### src/grid_local_peak_detector_top_macros.svh
// Assertion helpers for the grid peak detector.
// Both sample on the rising edge of clk and are held off while rst is high.
`ifndef GRID_LOCAL_PEAK_DETECTOR_TOP_MACROS_SVH
`define GRID_LOCAL_PEAK_DETECTOR_TOP_MACROS_SVH

// Condition that must hold at every edge.
`define GLPD_ASSERT_ALWAYS(label, cond) \
  label: assert property (@(posedge clk) disable iff (rst) (cond)) \
    else $error("grid peak detector: invariant violated");

// Consequence that must hold in the cycle after the antecedent.
`define GLPD_ASSERT_NEXT(label, ante, cons) \
  label: assert property (@(posedge clk) disable iff (rst) (ante) |=> (cons)) \
    else $error("grid peak detector: sequencing check failed");

`endif

### src/glpd_pkg.sv
`default_nettype none

package glpd_pkg;

  // Fixed field widths
  localparam int SAMPLE_BITS  = 16;
  localparam int ROW_OUT_BITS = 10;
  localparam int COL_OUT_BITS = 10;
  localparam int CFG_BITS     = 11;

  // Register reset value (both counts)
  localparam logic [CFG_BITS-1:0] CFG_RESET = 11'd1024;

  // Register indexes, decoded from paddr[2]
  localparam logic [0:0] REG_ROW_COUNT = 1'b0;
  localparam logic [0:0] REG_COL_COUNT = 1'b1;

  // Item kinds
  localparam logic CMD_SAMPLE = 1'b0;
  localparam logic CMD_FLUSH  = 1'b1;

  typedef logic signed [SAMPLE_BITS-1:0] sample_t;
  typedef logic [ROW_OUT_BITS-1:0] peak_row_t;
  typedef logic [COL_OUT_BITS-1:0] peak_col_t;

  typedef struct packed {
    logic    cmd;
    sample_t sample;
  } in_item_t;

  typedef struct packed {
    peak_row_t peak_row;
    peak_col_t peak_col;
    sample_t   peak_value;
  } out_item_t;

endpackage

`default_nettype wire

### src/glpd_cell.sv
`default_nettype none

// Window cell: holds one sample of the row above the current position.
// Takes its neighbour's value on a shift, or a fresh value at a row start.
module glpd_cell
  import glpd_pkg::*;
(
  input  logic    clk,
  input  logic    en,
  input  logic    load,
  input  sample_t shift_in,
  input  sample_t load_in,
  output sample_t value
);

  always_ff @(posedge clk) begin
    if (en) begin
      value <= load ? load_in : shift_in;
    end
  end

endmodule

`default_nettype wire

### config.mk
export PLATFORM = sky130hd
export DESIGN_NAME = glpd_cell
export DESIGN_NICKNAME = d
export VERILOG_FILES = /design/src/grid_local_peak_detector_top_macros.svh /design/src/glpd_pkg.sv /design/src/glpd_cell.sv
export SDC_FILE = /design/constraint.sdc
export NUM_CORES = 1
export LEC_CHECK = 0
export BUFFER_PORTS_ARGS = -buffer_cell sky130_fd_sc_hd__buf_2
export CORE_ASPECT_RATIO = 1.1
export CORE_UTILIZATION = 31
export CTS_CLUSTER_SIZE = 12
export DETAILED_ROUTE_END_ITERATION = 7
export GPL_TIMING_DRIVEN = 0
export PLACE_DENSITY = 0.75
export SYNTH_ARGS = -nofsm -noshare
export SYNTH_HDL_FRONTEND = slang
export SYNTH_SLANG_ARGS = --single-unit
### constraint.sdc
create_clock -name clk -period 1.2 [get_ports clk]
set_input_delay 0.06 -clock clk [delete_from_list [all_inputs] [get_ports clk]]
set_output_delay 0.06 -clock clk [all_outputs]
set_load 0.1 [all_outputs]
Yosys cells after proc, flatten, opt, wreduce, memory -nomap -nowiden --
Index checks and enable logic that the tools add are counted.
Word-level totals: register bits 16, logic and storage cells 2, bits of input ports 35, output and inout bits 16
Cells by class: muxes and demuxes 1
Operators with widths (count):
- $mux 16 | 1

Logic depth before layout (Yosys ltp) --
depth after elaboration 1, mapped depth 3, mapped depth without buffers 1

Worst setup path after synthesis --
OpenSTA, ideal clock, no wires.
path kind register to output, from register value[0], to output value[0], slack 236 ps, stages on the path, launching flop included 1, data arrival time 904 ps, buffers on the path 0, required time 1140 ps, cells stage by stage edfxtp_1
RTL lines:
- start, declared | RTL line glpd_cell.sv:13 | output sample_t value
- start signal, assigned | RTL line glpd_cell.sv:18 | value <= load ? load_in : shift_in;
No word-level cell between the ends.

Worst setup path in the final report --
from register value[10], to output value[10]
No word-level cell between the ends.

==> results.sh <==
export IMPL_outcome="complete, no violations"
export IMPL_fin_setup_tns_ps=0
export IMPL_cts_buffer_depth=2
export IMPL_swShare_pct=38.40
export IMPL_cp_required_ps=1140
export IMPL_path_cells="buf_2"
export IMPL_track_usage_pct=10.07
export IMPL_min_to="value[3]"
export IMPL_comb_power_share_pct=37.5
export IMPL_hold_path_depth=2
export IMPL_hold_ws_ps=86.17
export IMPL_drt_total_wl_um=1180
export IMPL_grt_pass1_vias=434
export IMPL_cap_violations=0
export IMPL_critical_path_class="reg -> out"
export IMPL_grt_pass1_wl_um=1711
export IMPL_worst_setup_path_start_kind="register"
export IMPL_met3_usage_pct=2.730
export IMPL_final_hold_violation_count=0
export IMPL_clkTransAtPathRegs_ps=80
export IMPL_rsz0062_at_grt="no"
export IMPL_yosysWarnings=0
export IMPL_drt_initial_drc_count=3
export IMPL_p_int_w=0.0009224
export IMPL_grt_overflow=0
export IMPL_setup_viol=0
export IMPL_routed_via_density=4.138
export IMPL_ant_nets=0
export IMPL_syn2layout_area_growth_pct=41.85
export IMPL_ctsResizeCount=0
export IMPL_ys_ff_latch=16
export IMPL_wl_per_cell_um=10.17
export IMPL_antennaDiodeCount=0
export IMPL_vdd_drop_max_mv=0.4944
export IMPL_ys_types=5
export IMPL_num_io_pins=51
export IMPL_largest_reg_flops=16
export IMPL_period_share_pct=90.55
export IMPL_met2_usage_pct=18.22
export IMPL_rows=18
export IMPL_cts_hold_buf=0
export IMPL_postCtsSetupRepairBufs=0
export IMPL_gr_usage_met1_pct=9.013
export IMPL_slowest_delay_ps=420
export IMPL_grt_max_degree=17
export IMPL_leakage_nw=0.4842
export IMPL_grt_busiest_layer="met2"
export IMPL_dr_pass1_iters=4
export IMPL_h_tree_depth=1
export IMPL_period_minus_slack_ps=1087
export IMPL_max_freq_mhz=920.3
export IMPL_num_vias=480
export IMPL_power_density_nw_per_um2=1447
export IMPL_path_max_fanout=1
export IMPL_crit_path_end_kind="output pin"
export IMPL_largest_registers="value: 16 flops"
export IMPL_synth_nets=69
export IMPL_slew_headroom_pct=67.26
export IMPL_synthCells=34
export IMPL_syn_area_per_cell_um2=21.45
export IMPL_clkPwrFrac_pct=16.8
export IMPL_arrival_ps=1030
export IMPL_gp_congestion=0.5527
export IMPL_die_h_um=52.88
export IMPL_slew_violations=0
export IMPL_p_sw_w=0.0005750
export IMPL_initial_utilization_pct=32.72
export IMPL_synth_area_um2=729.5
export IMPL_dp_cells=113
export IMPL_crit_slowest_cell="buf_2"
export IMPL_numCtsBuffers=3
export IMPL_preCtsSetupSlack_ps=309.3
export IMPL_stdcell_count=116
export IMPL_cts_root_buf="clkbuf_4"
export IMPL_utilization_pct=46.41
export IMPL_cts_sinks=16
export IMPL_min_delay_start="load_in[3]"
export IMPL_min_path_type="in -> reg"
export IMPL_worst_slew_pin_slew_ps=494.5
export IMPL_cts_tree="done"
export IMPL_seq_area_frac_synth_pct=65.87
export IMPL_dieArea_um2=2551
export IMPL_largest_register="value"
export IMPL_antenna_found_initial=0
export IMPL_critPathBufInv=1
export IMPL_cpLargestDelayFamily="buffers and inverters"
export IMPL_core_um2=2230
export IMPL_drc=0
export IMPL_io_buffers=49
export IMPL_die_w_um=48.25
export IMPL_layout_setup_ws_ps=113.3
export IMPL_fin_nets=123
export IMPL_mostFrequentLayoutCells="49 x buf_2, 16 x edfxtp_1, 10 x mux2_4"
export IMPL_seqPwrFrac_pct=45.7
export IMPL_mostFrequentLayoutCell="buf_2"
export IMPL_drive_gt1_share_pct=81.40
## synthesized netlist by cell type (all sizes together)
library cell  instances  share of area [%]
edfxtp               16                 66
mux2                 16                 30
buf                   2                4.3
## how the worst max path moves through the flow
stage                     startpoint   endpoint  slack (ps)  cells after the start
final                      value[10]  value[10]         110                      1
after CTS                  value[10]  value[10]         100                      1
after global routing        value[2]   value[2]          60                      1
after global placement          load  value[11]         310                      3
after detailed placement        load  value[10]         310                      3
after floorplan             value[0]   value[0]         240                      0
## metrics by stage
| step | cell area (um2) | power (W) |
|---|---|---|
| 6_report | 1035 | 0.001497 |
| 5_1_grt | 1035 | 0.001565 |
| 4_1_cts | 1035 | 0.001519 |
| 3_5_place_dp | 1012 | 0.001263 |
| 3_3_place_gp | 1012 | 0.001254 |
| 2_1_floorplan | 729.5 | 0.001152 |
## cells by family after synthesis
family	Yosys count	share of synthesized area, %
buffers and inverters	2	4.288
multiplexers	16	29.84
flip-flops	16	65.87
## layer usage
| metal | share of wire, % | routed length, um | vias to the layer above |
|---|---|---|---|
| met5 | 0 | 0 | - |
| met4 | 0 | 0 | 0 |
| met3 | 13 | 159 | 0 |
| met2 | 54 | 633 | 32 |
| met1 | 33 | 387 | 210 |
| li1 | - | - | 238 |
## final cells by class
| class | count | area [um2] |
|---|---|---|
| Tap cell | 30 | 37.54 |
| Sequential cell | 16 | 480.5 |
| Multi-Input combinational cell | 16 | 217.7 |
| Clock buffer | 3 | 22.52 |
| Timing Repair Buffer | 49 | 245.2 |
| Fill cell | 208 | 1195 |
| Buffer | 2 | 31.28 |
## power by group through the flow
stage / clock network (W) / registers, W / logic [W]
4_1_cts: 0.000268 / 0.000686 / 0.000565
6_report: 0.000252 / 0.000685 / 0.000561
3_5_place_dp: 0 / 0.000698 / 0.000565
2_1_floorplan: 0 / 0.00107 / 0.0000806
3_3_place_gp: 0 / 0.000696 / 0.000559
5_1_grt: 0.000287 / 0.000693 / 0.000585
Note: power is estimated with default switching activity, not from simulation.
