`src/grid_local_peak_detector_top_macros.svh`:
```
// Assertion helpers for the grid peak detector.
// Both sample on the rising edge of clk and are held off while rst is high.
`ifndef GRID_LOCAL_PEAK_DETECTOR_TOP_MACROS_SVH
`define GRID_LOCAL_PEAK_DETECTOR_TOP_MACROS_SVH

// Condition that must hold at every edge.
`define GLPD_ASSERT_ALWAYS(label, cond) \
  label: assert property (@(posedge clk) disable iff (rst) (cond)) \
    else $error("grid peak detector: invariant violated");

// Consequence that must hold in the cycle after the antecedent.
`define GLPD_ASSERT_NEXT(label, ante, cons) \
  label: assert property (@(posedge clk) disable iff (rst) (ante) |=> (cons)) \
    else $error("grid peak detector: sequencing check failed");

`endif

```
`src/glpd_pkg.sv`:
```
`default_nettype none

package glpd_pkg;

  // Fixed field widths
  localparam int SAMPLE_BITS  = 16;
  localparam int ROW_OUT_BITS = 10;
  localparam int COL_OUT_BITS = 10;
  localparam int CFG_BITS     = 11;

  // Register reset value (both counts)
  localparam logic [CFG_BITS-1:0] CFG_RESET = 11'd1024;

  // Register indexes, decoded from paddr[2]
  localparam logic [0:0] REG_ROW_COUNT = 1'b0;
  localparam logic [0:0] REG_COL_COUNT = 1'b1;

  // Item kinds
  localparam logic CMD_SAMPLE = 1'b0;
  localparam logic CMD_FLUSH  = 1'b1;

  typedef logic signed [SAMPLE_BITS-1:0] sample_t;
  typedef logic [ROW_OUT_BITS-1:0] peak_row_t;
  typedef logic [COL_OUT_BITS-1:0] peak_col_t;

  typedef struct packed {
    logic    cmd;
    sample_t sample;
  } in_item_t;

  typedef struct packed {
    peak_row_t peak_row;
    peak_col_t peak_col;
    sample_t   peak_value;
  } out_item_t;

endpackage

`default_nettype wire

```
`src/glpd_out_fifo.sv`:
```
`default_nettype none

// Two-entry result queue; full is registered and drives the input stall.
module glpd_out_fifo
  import glpd_pkg::*;
(
  input  logic      clk,
  input  logic      rst,
  input  logic      push,
  input  out_item_t push_data,
  output logic      valid,
  input  logic      stall,
  output out_item_t data,
  output logic      full
);

  out_item_t  slot [2];
  logic       wr_ptr;
  logic       rd_ptr;
  logic [1:0] count;
  logic [1:0] count_next;
  logic       pop;

  assign pop   = valid && !stall;
  assign valid = (count != 2'd0);
  assign full  = (count == 2'd2);
  assign data  = slot[rd_ptr];

  // Occupancy
  always_comb begin
    case ({push, pop})
      2'b10:   count_next = count + 2'd1;
      2'b01:   count_next = count - 2'd1;
      default: count_next = count;
    endcase
  end

  always_ff @(posedge clk) begin
    if (rst) begin
      count  <= 2'd0;
      wr_ptr <= 1'b0;
      rd_ptr <= 1'b0;
    end else begin
      count <= count_next;
      if (push) begin
        wr_ptr <= ~wr_ptr;
      end
      if (pop) begin
        rd_ptr <= ~rd_ptr;
      end
    end
  end

  // Payload
  always_ff @(posedge clk) begin
    if (push) begin
      slot[wr_ptr] <= push_data;
    end
  end

endmodule

`default_nettype wire

```
`config.mk`:
```
export PLATFORM = sky130hd
export DESIGN_NAME = glpd_out_fifo
export DESIGN_NICKNAME = d
export VERILOG_FILES = /design/src/grid_local_peak_detector_top_macros.svh /design/src/glpd_pkg.sv /design/src/glpd_out_fifo.sv
export SDC_FILE = /design/constraint.sdc
export NUM_CORES = 1
export LEC_CHECK = 0
export ABC_AREA = 1
export BUFFER_PORTS_ARGS = -buffer_cell sky130_fd_sc_hd__buf_2
export CORE_MARGIN = 3
export CORE_UTILIZATION = 44
export CTS_CLUSTER_SIZE = 10
export DETAILED_ROUTE_END_ITERATION = 8
export PLACE_DENSITY = 0.81
export SYNTH_ARGS = -nofsm -noshare
export SYNTH_HDL_FRONTEND = slang
export SYNTH_SLANG_ARGS = --single-unit
export TNS_END_PERCENT = 5
```
`constraint.sdc`:
```
create_clock -name clk -period 2.4 [get_ports clk]
set_input_delay 0.12 -clock clk [delete_from_list [all_inputs] [get_ports clk]]
set_output_delay 0.12 -clock clk [all_outputs]
set_load 0.005 [all_outputs]
```
[Word level (Yosys, flattened, before mapping)]
Memory sizes are Yosys's and may differ from the RTL's. A register that Yosys moved wholly into a read port is not among the register bits.
Cells that the tools add are included.
Word-level totals
  word-level logic and storage cells: 20
  bits in writable memories: 72
  memories kept: 1
  output and inout bits: 38
  input port bits: 40
  flip-flop bits (word level): 4
Cells by class
  multiplexer cells: 5
  equal/unequal tests: 3
  bitwise gates (word level): 2
  reductions and logical operators: 4
  add/sub/neg operators: 2
Memories
  slot: depth 2, bits a word 36, read ports 1, clocked after memory_dff 1, wr ports 1, RTL line glpd_out_fifo.sv:17  | out_item_t slot [2];
Operators by type and width (number)
  2-bit == test (second input constant): 2
  1-bit 2-to-1 mux: 4
  2-bit case mux with 2 select lines: 1
  2-bit nonzero test: 2
  2-bit by 1-bit adder with 2-bit output (second input constant): 1
  2-bit by 1-bit == test with 1-bit output (second input constant): 1
  1-bit inverter: 2
  2-bit by 1-bit subtractor with 2-bit output (second input constant): 1
  1-bit logical AND: 1
  1-bit logical NOT: 1

[Longest topological paths before layout]
  depth after elaboration: 4
  gate-level depth with buffers: 10
  gate-level depth less buffers: 10

[Worst setup path after synthesis]
OpenSTA, ideal clock, no wires.
  kind: flip-flop to flip-flop
  from: register wr_ptr
  to: memory slot[0][0] (netlist bit) (enable)
  data arrival time: 1.841 ns
  setup time: 0.430 ns
  required time: 1.970 ns
  clock period less this slack: 2.271 ns
  cell stages (with the launch flop): 2
  path buffers: 0
  path slack: 0.129 ns
  cell sequence: dfxtp_1 > nor2_1
RTL lines
  from (decl): RTL line glpd_out_fifo.sv:18  | logic wr_ptr;
  from (signal assigned): RTL line glpd_out_fifo.sv:46  | wr_ptr <= ~wr_ptr;
  to (decl): RTL line glpd_out_fifo.sv:17
No word-level cell before the write port.

[Worst setup path in the final report]
  from: register wr_ptr
  to: memory slot[1][34] (netlist bit) (enable)
No word-level cell before the write port.

==> reports/metrics.yaml <==
cts:
  clock_path_buffers: 2
  cts_resized: 0
  cts_buffers: 9
  cts_sinks: 77
  clock-root-buffer: "clkbuf_8"
  cts_max_level: 3
  clk_pin_slew_ns: 0.08
  clk_latency_ns: 0.34
  cts_tree: "yes"
route:
  post_drt_wl_per_cell_um: 14.0
  dr_total_vias: 1623
  ant_nets: 0
  drt_iter0_drc: 76
  totalWireLength_um: 5000
  drc: 0
  drt-pass1-iter-count: 4
  avgViaCountPerCell: 4.55
layout:
  antenna_cells: 0
  final_cell_mix: "buf_2, edfxtp_1, dlygate4sd3_1, mux2_4"
  postLayoutCellArea_um2: 4020
  area_growth_syn_to_layout_pct: 34.3
  mostFrequentLayoutCell: "buf_2"
  drive_gt1_frac: 0.486
  fin_nets: 316
global_routing:
  grt_pass1_wl_um: 7850
  grt_usage: 0.139
  grt_max_degree: 21
  grt_overflow: 0
  grt_pass1_vias: 1699
  antenna_found_initial: 0
logic_synthesis:
  syn_inst: 150
  synth_seq_area_share: 0.756
  synth_warnings: 0
  synth_fp_nets: 191
  ys_types: 16
  synth.avg_cell_area_um2: 19.9
  synth_seq_cells: 77
  syn_area_um2: 2990
power_and_ir_drop:
  power_density_nw_per_um2: 720
  internal-power_mw: 2.20
  irDropWorstVdd_v: 0.000442
  p_comb_frac: 0.156
  clkPwrFrac: 0.299
  seq_power_share: 0.545
  swShare: 0.239
  p_sw_uw: 691
  cellLeakagePower_nw: 1.62
floorplanning:
  die_h_um: 88.5
  rows: 29
  die_area_um2: 7820
  die_w_um: 88.5
  ios: 78
  core_um2: 6460
  start_util: 0.463
critical_path:
  critPathKind: "reg2reg"
  reg2reg_from: "wr_ptr"
  cp.depth: 3
  startpoint_type: "register"
  end_kind: "register"
  timing.rr.end: "slot[1][34]"
  cp_num_buf_inv: 2
  cp_slowest_cell: "clkinv_1"
  crit_fanout: 20
  cp-endpoint: "slot[1][34]"
  cp_data_arrival_time_ns: 1.75
  cp_slowest_stage_delay_ns: 0.56
  cp-startpoint: "wr_ptr"
  worstPathRequired_ns: 2.50
  path_cells: "nand2_1 > clkinv_1 > buf_12"
  r2r_slack_ns: 0.75
  crit_family: "buffers and inverters"
  reg2regPathDepth: 3
timing:
  hold_violations: 0
  setup_viol: 0
  fmax_mhz: 604
  rsz0062_at_grt: "no"
  fin_worst_skew_ns: 0.00427
  maxSlewHeadroom: 0.516
  min_period_ns: 1.65
  worst_pin_slew_ns: 0.721
  fin_crit_sh: 0.689
  setup-tns-final_ns: 0
  post-route-worst-setup-slack_ns: 0.745
  slew_viol_final: 0
placed_design:
  placed_area_um2: 3470
  io_buffer_count: 77
  dp_slack_ns: 0.724
  routabilityCongestion: 0.683
  dp_hpwl_um: 3170
job:
  cap_violations: 0
hold_path:
  hold_class: "in2reg"
outcome:
  status: "complete, no violations"
power groups by stage:
stage          sequential [mW]  combinational [mW]  clock [mW]
2_1_floorplan             1.60               0.276           0
3_3_place_gp              1.60               0.402           0
3_5_place_dp              1.61               0.410           0
4_1_cts                   1.58               0.458       0.897
5_1_grt                   1.58               0.493       0.968
6_report                  1.58               0.451       0.865
final cells by class:
class | instances | area, um2
Clock inverter | 7 | 57.6
Timing Repair Buffer | 118 | 811
Sequential cell | 77 | 2260
Inverter | 10 | 37.5
Multi-Input combinational cell | 59 | 628
Tap cell | 77 | 96.3
Clock buffer | 9 | 124
Fill cell | 490 | 2440
worst min path at each step:
| stage | start | to | slack [ns] | cells after the start |
|---|---|---|---|---|
| final | push | wr_ptr | 0.1 | 3 |
| after global routing | push | wr_ptr | 0.12 | 3 |
| after CTS | push | wr_ptr | 0.06 | 3 |
| after detailed placement | rst | wr_ptr | 0.31 | 2 |
| after global placement | rst | wr_ptr | 0.31 | 2 |
| after floorplan | rst | wr_ptr | 0.20 | 1 |
through the flow:
stage	util	hold WS [ns]	std cells	total power [mW]
floorplan	-	0.199	150	1.88
global placement	0.537	0.306	304	2.00
detailed placement	0.537	0.311	304	2.02
CTS	0.622	0.0552	357	2.93
global route	0.622	0.115	357	3.04
finish	0.622	0.0963	357	2.89
cells in the mapped netlist (all sizes together):
cell type / count / area share
edfxtp: 72 / 0.72
mux2: 36 / 0.17
inv: 10 / 0.013
nor2: 10 / 0.013
nand2: 7 / 0.0088
dfxtp: 5 / 0.033
buf: 4 / 0.024
o21ai: 2 / 0.0033
a21oi: 1 / 0.0017
ha: 1 / 0.0042
nand4: 1 / 0.0021
nor3: 1 / 0.0017
sequential cells by signal, summed over array words and instances (netlist names), named ones only:
register	count
rd_ptr	1
wr_ptr	1
slot	72
count	2
logic make-up (layout without fill, tap and decap cells):
family / count (synthesis) / after routing / synth area share
muxes: 36 / 36 / 0.173
buffers and inverters: 14 / 144 / 0.0364
adders and majority gates: 1 / 1 / 0.00418
and+or+nand+nor: 19 / 19 / 0.0251
AOI/OAI and AO/OA: 3 / 3 / 0.00501
DFF: 77 / 77 / 0.756
worst min-delay path: cells and delay by family:
kind	cells	cell delay (ns)
simple gates	2	0.15
buf+inv	1	0.11
per-layer routing:
| layer | vias to the layer above | global-route usage | part of all wire |
|---|---|---|---|
| li1 | 815 | - | - |
| met1 | 746 | 0.156 | 0.41 |
| met2 | 54 | 0.229 | 0.51 |
| met3 | 8 | 0.0596 | 0.063 |
| met4 | 0 | 0.0659 | 0.013 |
| met5 | - | 0 | 0 |
what timing repair did:
action / 4_1_cts / 5_1_grt
setup buffers: 0 / 0
hold buffers: 37 / 0
hold endpoints to repair: 73 / 0
No activity file was read; power rests on OpenSTA's default activity.
